### config.mk
export PLATFORM = sky130hd
export DESIGN_NAME = deadband_duty_regulator
export DESIGN_NICKNAME = d
export VERILOG_FILES = /design/src/dbr_pkg.sv /design/src/deadband_duty_regulator.sv /design/src/dbr_cfg_regs.sv /design/src/dbr_datapath.sv
export VERILOG_INCLUDE_DIRS = /design/src /design/src/src
export SDC_FILE = /design/constraint.sdc
export NUM_CORES = 1
export LEC_CHECK = 0
export BUFFER_PORTS_ARGS = -buffer_cell sky130_fd_sc_hd__buf_4
export CORE_UTILIZATION = 28
export CTS_BUF_LIST = sky130_fd_sc_hd__clkbuf_4
export DETAILED_ROUTE_END_ITERATION = 10
export HOLD_SLACK_MARGIN = 0.03
export SKIP_CTS_REPAIR_TIMING = 1
export SLEW_MARGIN = 25
export SYNTH_ARGS = -nofsm -noshare
export SYNTH_HDL_FRONTEND = slang
export SYNTH_SLANG_ARGS = --single-unit
### constraint.sdc
create_clock -name clk_i -period 12.6 [get_ports clk_i]
set_input_delay 1.89 -clock clk_i [delete_from_list [all_inputs] [get_ports clk_i]]
set_output_delay 1.89 -clock clk_i [all_outputs]
set_load 0.01 [all_outputs]
### src/assert_macros.svh
// ----------------------------------------------------------------------------
// assert_macros.svh
// Assertion helpers shared by the regulator RTL.
// ----------------------------------------------------------------------------
`ifndef ASSERT_MACROS_SVH
`define ASSERT_MACROS_SVH

// Property checked on every clock edge outside reset.
`define DBR_ASSERT(lbl, clk, rstn, prop) \
  lbl: assert property (@(posedge clk) disable iff (!(rstn)) (prop)) \
    else $error("assertion failed");

// Same-cycle implication.
`define DBR_ASSERT_IMP(lbl, clk, rstn, ante, cons) \
  lbl: assert property (@(posedge clk) disable iff (!(rstn)) (ante) |-> (cons)) \
    else $error("assertion failed");

// Next-cycle implication.
`define DBR_ASSERT_NXT(lbl, clk, rstn, ante, cons) \
  lbl: assert property (@(posedge clk) disable iff (!(rstn)) (ante) |=> (cons)) \
    else $error("assertion failed");

`endif

### src/dbr_pkg.sv
// ----------------------------------------------------------------------------
// dbr_pkg
// Types, constants and conversion helpers for the deadband duty regulator.
// ----------------------------------------------------------------------------
package dbr_pkg;

  localparam int DutyMaxDef  = 1024;
  localparam int AvgShiftDef = 8;

  localparam int AdcW      = 12;
  localparam int MvW       = 15;
  localparam int TimeW     = 32;
  localparam int AvgOutW   = 13;
  localparam int DutyOutW  = 11;
  localparam int TempW     = 8;
  localparam int CfgIdxW   = 3;
  localparam int CfgDataW  = 16;

  localparam logic [MvW-1:0] PumpOnMv = MvW'(2500);

  typedef enum logic [CfgIdxW-1:0] {
    CFG_TARGET_MV   = 3'd0,
    CFG_COARSE_BAND = 3'd1,
    CFG_FINE_BAND   = 3'd2,
    CFG_COARSE_STEP = 3'd3,
    CFG_FINE_STEP   = 3'd4,
    CFG_PERIOD_MS   = 3'd5
  } cfg_idx_e;

  typedef struct packed {
    logic [13:0] target_mv;
    logic [11:0] coarse_band_mv;
    logic [11:0] fine_band_mv;
    logic [7:0]  coarse_step;
    logic [7:0]  fine_step;
    logic [15:0] update_period_ms;
  } cfg_t;

  typedef struct packed {
    logic [AdcW-1:0]  supply_adc;
    logic [AdcW-1:0]  outer_adc;
    logic [AdcW-1:0]  control_adc;
    logic [TimeW-1:0] now_ms;
  } sample_t;

  typedef struct packed {
    logic [MvW-1:0]      supply_mv;
    logic [MvW-1:0]      control_mv;
    logic [AvgOutW-1:0]  outer_avg_out;
    logic [DutyOutW-1:0] duty_out;
    logic                duty_written;
    logic                update_taken;
    logic [TempW-1:0]    flow_temp;
    logic                pump_on;
  } result_t;

  // (adc + 14) * 1000 / 128 == (adc + 14) * 125 / 16
  function automatic logic [MvW-1:0] adc_to_mv(input logic [AdcW-1:0] adc);
    logic [12:0] s;
    logic [19:0] p;
    s = 13'(adc) + 13'd14;
    p = (20'(s) << 7) - (20'(s) << 2) + 20'(s);
    return p[18:4];
  endfunction

  // (mv + 6134) / 257: n >> 8 is the quotient or one above it
  function automatic logic [TempW-1:0] mv_to_temp(input logic [MvW-1:0] mv);
    logic [15:0] n;
    logic [7:0]  q0;
    logic [16:0] back;
    n    = 16'(mv) + 16'd6134;
    q0   = n[15:8];
    back = {1'b0, q0, 8'd0} + 17'(q0);
    return (back > 17'(n)) ? q0 - 8'd1 : q0;
  endfunction

endpackage

### src/deadband_duty_regulator.sv
// ----------------------------------------------------------------------------
// deadband_duty_regulator
// Sample conversion, outer-sensor averaging and deadband duty regulation.
// ----------------------------------------------------------------------------
// Takes one item per clock while in_stall_o is low and gives one result per
// item. An accepted item is held in the input register and its result then in
// the result register, from which it can be taken; an item leaves the input
// register only when the result register is free. Throughput is one item a
// cycle while the outputs do not stall, bounded by the update of the average,
// duty and last-update timestamp registers; the result register lets a new item
// in while the previous result is still stalled. Config writes are taken at any
// time (ready is tied high) but belong in idle periods. No start-up sweep.
`include "assert_macros.svh"

module deadband_duty_regulator
  import dbr_pkg::*;
#(
  parameter int DUTY_MAX  = DutyMaxDef,
  parameter int AVG_SHIFT = AvgShiftDef
) (
  input  logic                clk_i,
  input  logic                rst_ni,

  input  logic                in_valid_i,
  output logic                in_stall_o,
  input  logic [AdcW-1:0]     supply_adc_i,
  input  logic [AdcW-1:0]     outer_adc_i,
  input  logic [AdcW-1:0]     control_adc_i,
  input  logic [TimeW-1:0]    now_ms_i,

  output logic                out_valid_o,
  input  logic                out_stall_i,
  output logic [MvW-1:0]      supply_mv_o,
  output logic [MvW-1:0]      control_mv_o,
  output logic [AvgOutW-1:0]  outer_avg_out_o,
  output logic [DutyOutW-1:0] duty_out_o,
  output logic                duty_written_o,
  output logic                update_taken_o,
  output logic [TempW-1:0]    flow_temp_o,
  output logic                pump_on_o,

  input  logic                cfg_valid_i,
  output logic                cfg_ready_o,
  input  logic [CfgIdxW-1:0]  cfg_index_i,
  input  logic [CfgDataW-1:0] cfg_data_i
);

  cfg_t    cfg;
  sample_t smp_q;
  result_t res, res_q;
  logic    smp_valid_q, smp_valid_d;
  logic    out_valid_q, out_valid_d;
  logic    out_free, smp_adv, in_take;

  dbr_cfg_regs u_cfg (
    .clk_i       (clk_i),
    .rst_ni      (rst_ni),
    .cfg_valid_i (cfg_valid_i),
    .cfg_ready_o (cfg_ready_o),
    .cfg_index_i (cfg_index_i),
    .cfg_data_i  (cfg_data_i),
    .cfg_o       (cfg)
  );

  assign out_free   = !out_valid_q || !out_stall_i;
  assign smp_adv    = smp_valid_q && out_free;
  assign in_stall_o = smp_valid_q && !out_free;
  assign in_take    = in_valid_i && !in_stall_o;

  always_comb begin
    smp_valid_d = smp_valid_q;
    if (in_take) begin
      smp_valid_d = 1'b1;
    end else if (smp_adv) begin
      smp_valid_d = 1'b0;
    end
  end

  always_comb begin
    out_valid_d = out_valid_q;
    if (smp_adv) begin
      out_valid_d = 1'b1;
    end else if (out_free) begin
      out_valid_d = 1'b0;
    end
  end

  always_ff @(posedge clk_i or negedge rst_ni) begin
    if (!rst_ni) begin
      smp_valid_q <= 1'b0;
      out_valid_q <= 1'b0;
    end else begin
      smp_valid_q <= smp_valid_d;
      out_valid_q <= out_valid_d;
    end
  end

  always_ff @(posedge clk_i) begin
    if (in_take) begin
      smp_q.supply_adc  <= supply_adc_i;
      smp_q.outer_adc   <= outer_adc_i;
      smp_q.control_adc <= control_adc_i;
      smp_q.now_ms      <= now_ms_i;
    end
    if (smp_adv) begin
      res_q <= res;
    end
  end

  dbr_datapath #(
    .DUTY_MAX  (DUTY_MAX),
    .AVG_SHIFT (AVG_SHIFT)
  ) u_dp (
    .clk_i     (clk_i),
    .rst_ni    (rst_ni),
    .step_en_i (smp_adv),
    .sample_i  (smp_q),
    .cfg_i     (cfg),
    .result_o  (res)
  );

  assign out_valid_o     = out_valid_q;
  assign supply_mv_o     = res_q.supply_mv;
  assign control_mv_o    = res_q.control_mv;
  assign outer_avg_out_o = res_q.outer_avg_out;
  assign duty_out_o      = res_q.duty_out;
  assign duty_written_o  = res_q.duty_written;
  assign update_taken_o  = res_q.update_taken;
  assign flow_temp_o     = res_q.flow_temp;
  assign pump_on_o       = res_q.pump_on;

  // a stall upstream only ever comes from a full input stage behind a stalled result
  `DBR_ASSERT_IMP(a_stall_cause, clk_i, rst_ni, in_stall_o, smp_valid_q && out_valid_q)
  // an item leaving the input stage always lands in the result register
  `DBR_ASSERT_NXT(a_adv_lands, clk_i, rst_ni, smp_adv, out_valid_q)
  // a stalled result stays put
  `DBR_ASSERT_NXT(a_out_hold, clk_i, rst_ni, out_valid_q && out_stall_i, out_valid_q && $stable(res_q))

endmodule

### src/dbr_cfg_regs.sv
// ----------------------------------------------------------------------------
// dbr_cfg_regs
// Configuration register file with a simple valid/ready write port.
// ----------------------------------------------------------------------------
module dbr_cfg_regs
  import dbr_pkg::*;
(
  input  logic                clk_i,
  input  logic                rst_ni,
  input  logic                cfg_valid_i,
  output logic                cfg_ready_o,
  input  logic [CfgIdxW-1:0]  cfg_index_i,
  input  logic [CfgDataW-1:0] cfg_data_i,
  output cfg_t                cfg_o
);

  cfg_t cfg_q, cfg_d;

  assign cfg_ready_o = 1'b1;

  always_comb begin
    cfg_d = cfg_q;
    if (cfg_valid_i) begin
      unique case (cfg_idx_e'(cfg_index_i))
        CFG_TARGET_MV:   cfg_d.target_mv        = cfg_data_i[13:0];
        CFG_COARSE_BAND: cfg_d.coarse_band_mv   = cfg_data_i[11:0];
        CFG_FINE_BAND:   cfg_d.fine_band_mv     = cfg_data_i[11:0];
        CFG_COARSE_STEP: cfg_d.coarse_step      = cfg_data_i[7:0];
        CFG_FINE_STEP:   cfg_d.fine_step        = cfg_data_i[7:0];
        CFG_PERIOD_MS:   cfg_d.update_period_ms = cfg_data_i;
        default:         cfg_d = cfg_q;  // unmapped index, ignored
      endcase
    end
  end

  always_ff @(posedge clk_i or negedge rst_ni) begin
    if (!rst_ni) begin
      cfg_q.target_mv        <= '0;
      cfg_q.coarse_band_mv   <= 12'd500;
      cfg_q.fine_band_mv     <= 12'd50;
      cfg_q.coarse_step      <= 8'd10;
      cfg_q.fine_step        <= 8'd1;
      cfg_q.update_period_ms <= 16'd100;
    end else begin
      cfg_q <= cfg_d;
    end
  end

  assign cfg_o = cfg_q;

endmodule

### src/dbr_datapath.sv
// ----------------------------------------------------------------------------
// dbr_datapath
// Per-item conversion, running average and duty regulation step.
// ----------------------------------------------------------------------------
`include "assert_macros.svh"

module dbr_datapath
  import dbr_pkg::*;
#(
  parameter int DUTY_MAX  = DutyMaxDef,
  parameter int AVG_SHIFT = AvgShiftDef
) (
  input  logic    clk_i,
  input  logic    rst_ni,
  input  logic    step_en_i,
  input  sample_t sample_i,
  input  cfg_t    cfg_i,
  output result_t result_o
);

  localparam int DutyW   = $clog2(DUTY_MAX + 1);
  localparam int SumW    = ((DutyW > 8) ? DutyW : 8) + 1;
  localparam int AvgW    = AdcW + AVG_SHIFT;
  localparam int AvgSumW = AvgW + 1;
  localparam int RndC    = 1 << (AVG_SHIFT - 1);
  localparam logic [DutyW-1:0] DutyMaxC = DutyW'(DUTY_MAX);

  logic [AvgW-1:0]    avg_q, avg_d;
  logic [DutyW-1:0]   duty_q, duty_d;
  logic [TimeW-1:0]   last_q, last_d;

  logic [MvW-1:0]     supply_mv, control_mv;
  logic [AvgSumW-1:0] avg_sum, avg_rnd;
  logic [TimeW-1:0]   elapsed;
  logic               taken, written;
  logic               up_coarse, up_fine, dn_coarse, dn_fine;
  logic [15:0]        tgt16, cm16;
  logic [7:0]         step_amt;
  logic               step_up;
  logic [SumW-1:0]    up_sum, dn_diff;
  logic [DutyW-1:0]   duty_adj;
  logic [31:0]        duty_wide;

  assign supply_mv  = adc_to_mv(sample_i.supply_adc);
  assign control_mv = adc_to_mv(sample_i.control_adc);

  // avg += outer - (avg >> shift); never leaves AvgW bits
  assign avg_sum = AvgSumW'(avg_q) + AvgSumW'(sample_i.outer_adc)
                 - AvgSumW'(avg_q >> AVG_SHIFT);
  assign avg_d   = avg_sum[AvgW-1:0];
  assign avg_rnd = AvgSumW'(avg_d) + AvgSumW'(RndC);

  assign elapsed = sample_i.now_ms - last_q;
  assign taken   = elapsed >= TimeW'(cfg_i.update_period_ms);

  assign tgt16 = 16'(cfg_i.target_mv);
  assign cm16  = 16'(control_mv);

  assign up_coarse = cm16 > tgt16 + 16'(cfg_i.coarse_band_mv);
  assign up_fine   = cm16 > tgt16 + 16'(cfg_i.fine_band_mv);
  assign dn_coarse = cm16 + 16'(cfg_i.coarse_band_mv) < tgt16;
  assign dn_fine   = cm16 + 16'(cfg_i.fine_band_mv) < tgt16;

  // priority: coarse up, fine up, coarse down, fine down
  always_comb begin
    written  = 1'b1;
    step_up  = 1'b1;
    step_amt = cfg_i.coarse_step;
    if (up_coarse) begin
      step_amt = cfg_i.coarse_step;
    end else if (up_fine) begin
      step_amt = cfg_i.fine_step;
    end else if (dn_coarse) begin
      step_up  = 1'b0;
      step_amt = cfg_i.coarse_step;
    end else if (dn_fine) begin
      step_up  = 1'b0;
      step_amt = cfg_i.fine_step;
    end else begin
      written  = 1'b0;
    end
  end

  assign up_sum  = SumW'(duty_q) + SumW'(step_amt);
  assign dn_diff = SumW'(duty_q) - SumW'(step_amt);

  always_comb begin
    if (step_up) begin
      duty_adj = (up_sum > SumW'(DUTY_MAX)) ? DutyMaxC : up_sum[DutyW-1:0];
    end else begin
      duty_adj = (SumW'(duty_q) > SumW'(step_amt)) ? dn_diff[DutyW-1:0] : '0;
    end
  end

  assign duty_d = (taken && written) ? duty_adj : duty_q;
  assign last_d = taken ? sample_i.now_ms : last_q;

  always_ff @(posedge clk_i or negedge rst_ni) begin
    if (!rst_ni) begin
      avg_q  <= '0;
      duty_q <= DutyMaxC;
      last_q <= '0;
    end else if (step_en_i) begin
      avg_q  <= avg_d;
      duty_q <= duty_d;
      last_q <= last_d;
    end
  end

  assign duty_wide = 32'(duty_d);

  always_comb begin
    result_o.supply_mv     = supply_mv;
    result_o.control_mv    = control_mv;
    result_o.outer_avg_out = avg_rnd[AVG_SHIFT +: AvgOutW];
    result_o.duty_out      = duty_wide[DutyOutW-1:0];
    result_o.duty_written  = taken && written;
    result_o.update_taken  = taken;
    result_o.flow_temp     = mv_to_temp(control_mv);
    result_o.pump_on       = control_mv > PumpOnMv;
  end

  `DBR_ASSERT(a_duty_in_range, clk_i, rst_ni, duty_q <= DutyMaxC)
  `DBR_ASSERT_NXT(a_duty_holds, clk_i, rst_ni, step_en_i && !taken, $stable(duty_q))
  `DBR_ASSERT_IMP(a_written_needs_taken, clk_i, rst_ni, result_o.duty_written, taken)

endmodule
### Yosys cells after proc, flatten, opt, wreduce, memory -nomap -nowiden

Index checks and enable logic that the tools add are counted.

| operators by class | value |
|---|---|
| add/sub/neg operators | 19 |
| mux-type cells | 21 |
| equality and inequality tests | 5 |
| $lt $le $gt $ge | 9 |
| reductions and logical operators | 19 |

Operator list:

| operator | number |
|---|---|
| 11-bit two-way mux | 4 |
| 8-bit two-way mux | 5 |
| 19-bit by 13-bit adder with 19-bit output | 2 |
| 19-bit by 15-bit subtractor with 19-bit output | 2 |
| 15-bit by 12-bit adder with 16-bit output | 2 |
| 32-bit by 16-bit greater-or-equal comparator with 1-bit output | 1 |
| 15-bit by 16-bit > comparator with 1-bit output | 2 |
| 16-bit by 14-bit less-than comparator with 1-bit output | 2 |
| 32-bit subtractor | 1 |
| 14-bit by 12-bit adder with 15-bit output | 2 |
| 12-bit by 4-bit adder with 13-bit output (second input constant) | 2 |
| 20-bit by 8-bit adder with 21-bit output (second input constant) | 1 |
| 20-bit by 12-bit adder with 20-bit output | 1 |
| 20-bit by 12-bit subtractor with 20-bit output | 1 |
| 16-bit by 8-bit adder with 17-bit output | 1 |
| 17-bit by 16-bit > comparator with 1-bit output | 1 |
| 15-bit by 13-bit adder with 16-bit output (second input constant) | 1 |
| 15-bit by 12-bit > comparator with 1-bit output (second input constant) | 1 |
| 2-bit AND reduction | 7 |
| 11-bit by 8-bit adder with 12-bit output | 1 |
| 12-bit by 11-bit > comparator with 1-bit output (second input constant) | 1 |
| 1-bit two-way mux | 12 |
| 11-bit by 8-bit > comparator with 1-bit output | 1 |
| 11-bit by 8-bit subtractor with 11-bit output | 1 |
| 9 further kinds | 18 |

| storage, ports and cells | value |
|---|---|
| output and inout bits | 68 |
| register bits | 268 |

### Logic depth before layout (Yosys ltp)

| logic depth | value |
|---|---|
| depth after elaboration | 14 |
| mapped depth | 50 |

### By module

A second synthesis with hierarchy kept.

| second synthesis, totals | value |
|---|---|
| cell total of the unflattened synthesis | 2,071 |
| area, all modules | 20,623.5 sq um |

Modules (own cells, without submodules):

| module | instances | cells an instance | area an instance (sq um) | seq. area each (sq um) |
|---|---|---|---|---|
| dbr_datapath | 1 | 1,777 | 13,814.5 | 1,577.8 |
| deadband_duty_regulator | 1 | 141 | 4,086.4 | 4,043.9 |
| dbr_cfg_regs | 1 | 153 | 2,722.6 | 1,770.4 |

### Worst setup path before layout

OpenSTA, ideal clock, no wires.

| timing | value |
|---|---|
| kind | reg2reg |
| from | register smp_q[33] (netlist name) |
| to | register res_q (netlist bit duty_out_o[0]), data pin |
| path slack | 2,655 ps |
| stages on the path, launching flop included | 47 |
| period minus slack after synthesis | 9,945 ps |
| buffers on the path | 5 |
| data arrival time | 9,683 ps |
| data required time | 12,338 ps |
| library setup time | 262 ps |
| cell sequence | edfxtp_1 -> or3_1 -> clkbuf_1 -> xor2_1 -> ha_1 -> ha_1 -> nand4b_1 -> nand2_1 -> or4_1 -> buf_2 -> a21oi_1 -> o311ai_1 -> a21oi_1 -> xnor2_1 -> inv_1 -> ha_1 -> clkbuf_1 -> nand3_1 -> [... 11 more ...] -> a21oi_1 -> nor2_1 -> buf_2 -> mux2_1 -> ha_1 -> fa_1 -> a21o_1 -> a21oi_1 -> o21bai_1 -> a21oi_1 -> o21bai_1 -> a21o_1 -> nor3b_1 -> a311oi_1 -> o2111ai_1 -> nand4b_1 -> o31ai_1 -> mux2_1 |

RTL lines:

| item | line | source |
|---|---|---|
| start: declaration | deadband_duty_regulator.sv:49 | `sample_t smp_q;` |
| end signal: assignment | deadband_duty_regulator.sv:106 | `res_q <= res;` |
| end: declaration | deadband_duty_regulator.sv:50 | `result_t res, res_q;` |

==> results.yml <==
timing:
  max_freq_mhz: 87.1
  relSlewSlack_pct: 34.7
  grt_setup_unrepaired: "false"
  min_period_ns: 11.48
  period_share_pct: 91.1
  slew_violations: 0
  fin_ws_ns: 1.12
  hold_viol_final: 0
  fin_tns_setup_ns: 0
  worstMarginPinSlew_ns: 0.980
  setup_viol: 0
  fin_skew_ns: 0.0458
layout:
  nNetsFinal: 2725
  stdcell_area_um2: 24200
  post-route-util_pct: 33.1
  mostFrequentLayoutCells: "ha_1, inv_1, buf_4, nand2_1, a21oi_1"
  layout_commonest_cell: "ha_1"
  synthToLayoutAreaGrowth_pct: 16.7
  drive_above_1_share_pct: 17.3
floorplanning:
  rows: 99
  die_w_um: 274
  start_util_pct: 28.3
  die_h_um: 274
  die_area_um2: 75000
  io_pins: 160
  coreArea_um2: 73100
setup_path:
  cp_num_cells: 41
  path_class: "flip-flop to flip-flop"
  critPathMaxStageDelay_ns: 0.78
  critPathLaunchType: "flip-flop"
  cp_slowest_cell: "o311ai_1"
  r2r-end: "duty_out_o[0]"
  worstPathMaxFanout: 9
  crit_arrival_ns: 12.04
  path_common_cell: "a21oi_1"
  crit_required_ns: 13.16
  crit_start: "smp_q[33]"
  rr_worst_depth: 41
  path_buf_inv: 0
  rrSetupSlack_ns: 1.12
  critPathTopFamily: "compound AO/OA/AOI/OAI gates"
  cp-endpoint: "duty_out_o[0]"
  cp-end-kind: "flip-flop"
  regToRegStartpoint: "smp_q[33]"
status:
  status: "finished, violations left"
  violations: "design-rule violations"
placed_design:
  hpwl_mm: 40.4
  placed_area_um2: 23000
  place_ws_ns: 1.31
  gp_congestion: 0.862
  port_buffers: 158
cts:
  clk_pin_slew_worst_paths_ns: 0.06
  clockBufferDepth: 3
  cts_tree: "done"
  root_buffer: "clkbuf_4"
  cts_max_level: 3
  cts_num_sinks: 268
  cts_buffers: 83
  insertion_delay_ns: 0.84
drt:
  vias_per_cell: 4.76
  drc: 22
  ant_nets: 0
  vias: 16100
  routed_wl_mm: 52.7
  drtPass1Iterations: 8
  wire_per_inst_um: 15.6
  drtIter0Drc: 762
synthesis:
  syn_nets: 2511
  synth-warning-count: 0
  synth_area_um2: 20700
  syn_avg_cell_area_um2: 9.68
  synthCells: 2140
  synth_edf_count: 133
  yosys_most_used_dff: "edfxtp_1"
  seq_area_frac_synth_pct: 35.7
  synthArstFlopShare_pct: 50.4
  synth_cell_types: 80
  ys_ff_latch: 268
global_routing:
  grt_max_degree: 70
  track_usage_pct: 14.1
  antenna_found_initial: 3
  overflow: 0
  grt_pass1_vias: 16000
  grt_pass1_wl_mm: 84.1
hold_path:
  hold_path_class: "flip-flop to flip-flop"
power_and_ir_drop:
  ir_drop_uv: 114
  p_per_area_nw_per_um2: 264
  p_total_w: 0.00637
  leakage_nw: 10.9
job:
  cap_violations: 0
[report_power, final]
group / switching, W / total [W] / internal, W / leakage [nW]
clock network: 0.000435 / 0.000905 / 0.000471 / 0.649
logic: 0.00227 / 0.00406 / 0.00179 / 7.37
registers: 0.000159 / 0.00140 / 0.00124 / 2.88
[kinds of logic after synthesis]
| group | Yosys count | share of synthesized area (%) |
|---|---|---|
| AOI/OAI and AO/OA | 538 | 16.7 |
| muxes | 104 | 5.68 |
| and+or+nand+nor | 517 | 12.3 |
| DFF | 268 | 35.7 |
| buffers and inverters | 274 | 5.08 |
| xor gates and xnor gates | 159 | 6.76 |
| other | 1 | 0.0181 |
| adders and majority gates | 279 | 17.8 |
[worst register-to-register path: cells and delay by family, from the launching register on]
| kind | cells | cell delay, ns |
|---|---|---|
| AO/OA/AOI/OAI | 18 | 4.46 |
| AND/OR/NAND/NOR | 14 | 3.25 |
| adder cells (fa/ha/maj) | 6 | 2.12 |
| multiplexers | 2 | 0.76 |
| flip-flops | 1 | 0.50 |
| XOR/XNOR | 1 | 0.16 |
[stage by stage]
step	hold slack (ns)	instances
global route	0.504	3386
CTS	0.486	3382
global placement	0.465	3228
floorplan	0.449	2140
finish	0.478	3386
detailed placement	0.471	3228
[cell usage after synthesis (24+ instances only)]
cell type	number	area share, %
edfxtp_1	133	19
o21bai_1	34	1.2
ha_1	253	15
dfrtp_1	119	14
xnor2_1	111	4.7
a21oi_1	140	3.4
o21ai_0	130	3.1
nand3_1	47	1.1
nand2_1	151	2.7
o21a_1	35	1.3
xor2_1	47	2.0
inv_1	230	4.2
nor2_1	104	1.9
nor3_1	46	1.1
a21o_1	67	2.4
nand4_1	24	0.73
clkbuf_1	34	0.62
fa_1	26	2.5
nand2b_1	30	0.91
mux2_2	67	3.6
[final cells by class]
class                           instances  area [um^2]
Timing Repair Buffer                  172         1290
Clock buffer                          122          916
Fill cell                            7610        48900
Inverter                              231          870
Multi-Input combinational cell       1598        12300
Tap cell                              959         1200
Antenna cell                            4         10.0
Clock inverter                         32          181
Sequential cell                       268         7390
[routing by layer]
layer / GRT usage, % / up-vias / routed length [um]
met4: 5.09 / 2 / 1420
met1: 18.4 / 7506 / 24600
met3: 3.17 / 98 / 2640
met2: 22.7 / 338 / 24000
met5: 0 / - / 13
li1: - / 8175 / -
[state kept, by name, indices dropped and copies added (netlist names)]
register,flops
outer_avg_out_o,13
out_valid_o,1
u_dp.avg_q,20
smp_valid_q,1
pump_on_o,1
flow_temp_o,8
u_cfg.cfg_o,70
control_mv_o,15
duty_out_o,11
smp_q,68
u_dp.last_q,32
supply_mv_o,15
update_taken_o,1
duty_written_o,1
u_dp.duty_q,11
[how the worst min path moves through the flow]
stage,start,end,slack [ns],cells after the start
after floorplan,u_dp.avg_q[4],u_dp.avg_q[4],0.45,2
after global placement,u_dp.avg_q[5],u_dp.avg_q[5],0.47,2
after detailed placement,u_dp.avg_q[6],u_dp.avg_q[6],0.47,2
after CTS,u_dp.avg_q[1],u_dp.avg_q[1],0.49,2
after global routing,u_dp.avg_q[1],u_dp.avg_q[1],0.50,2
final,u_dp.avg_q[1],u_dp.avg_q[1],0.48,2
(Power assumes the default switching activity.)
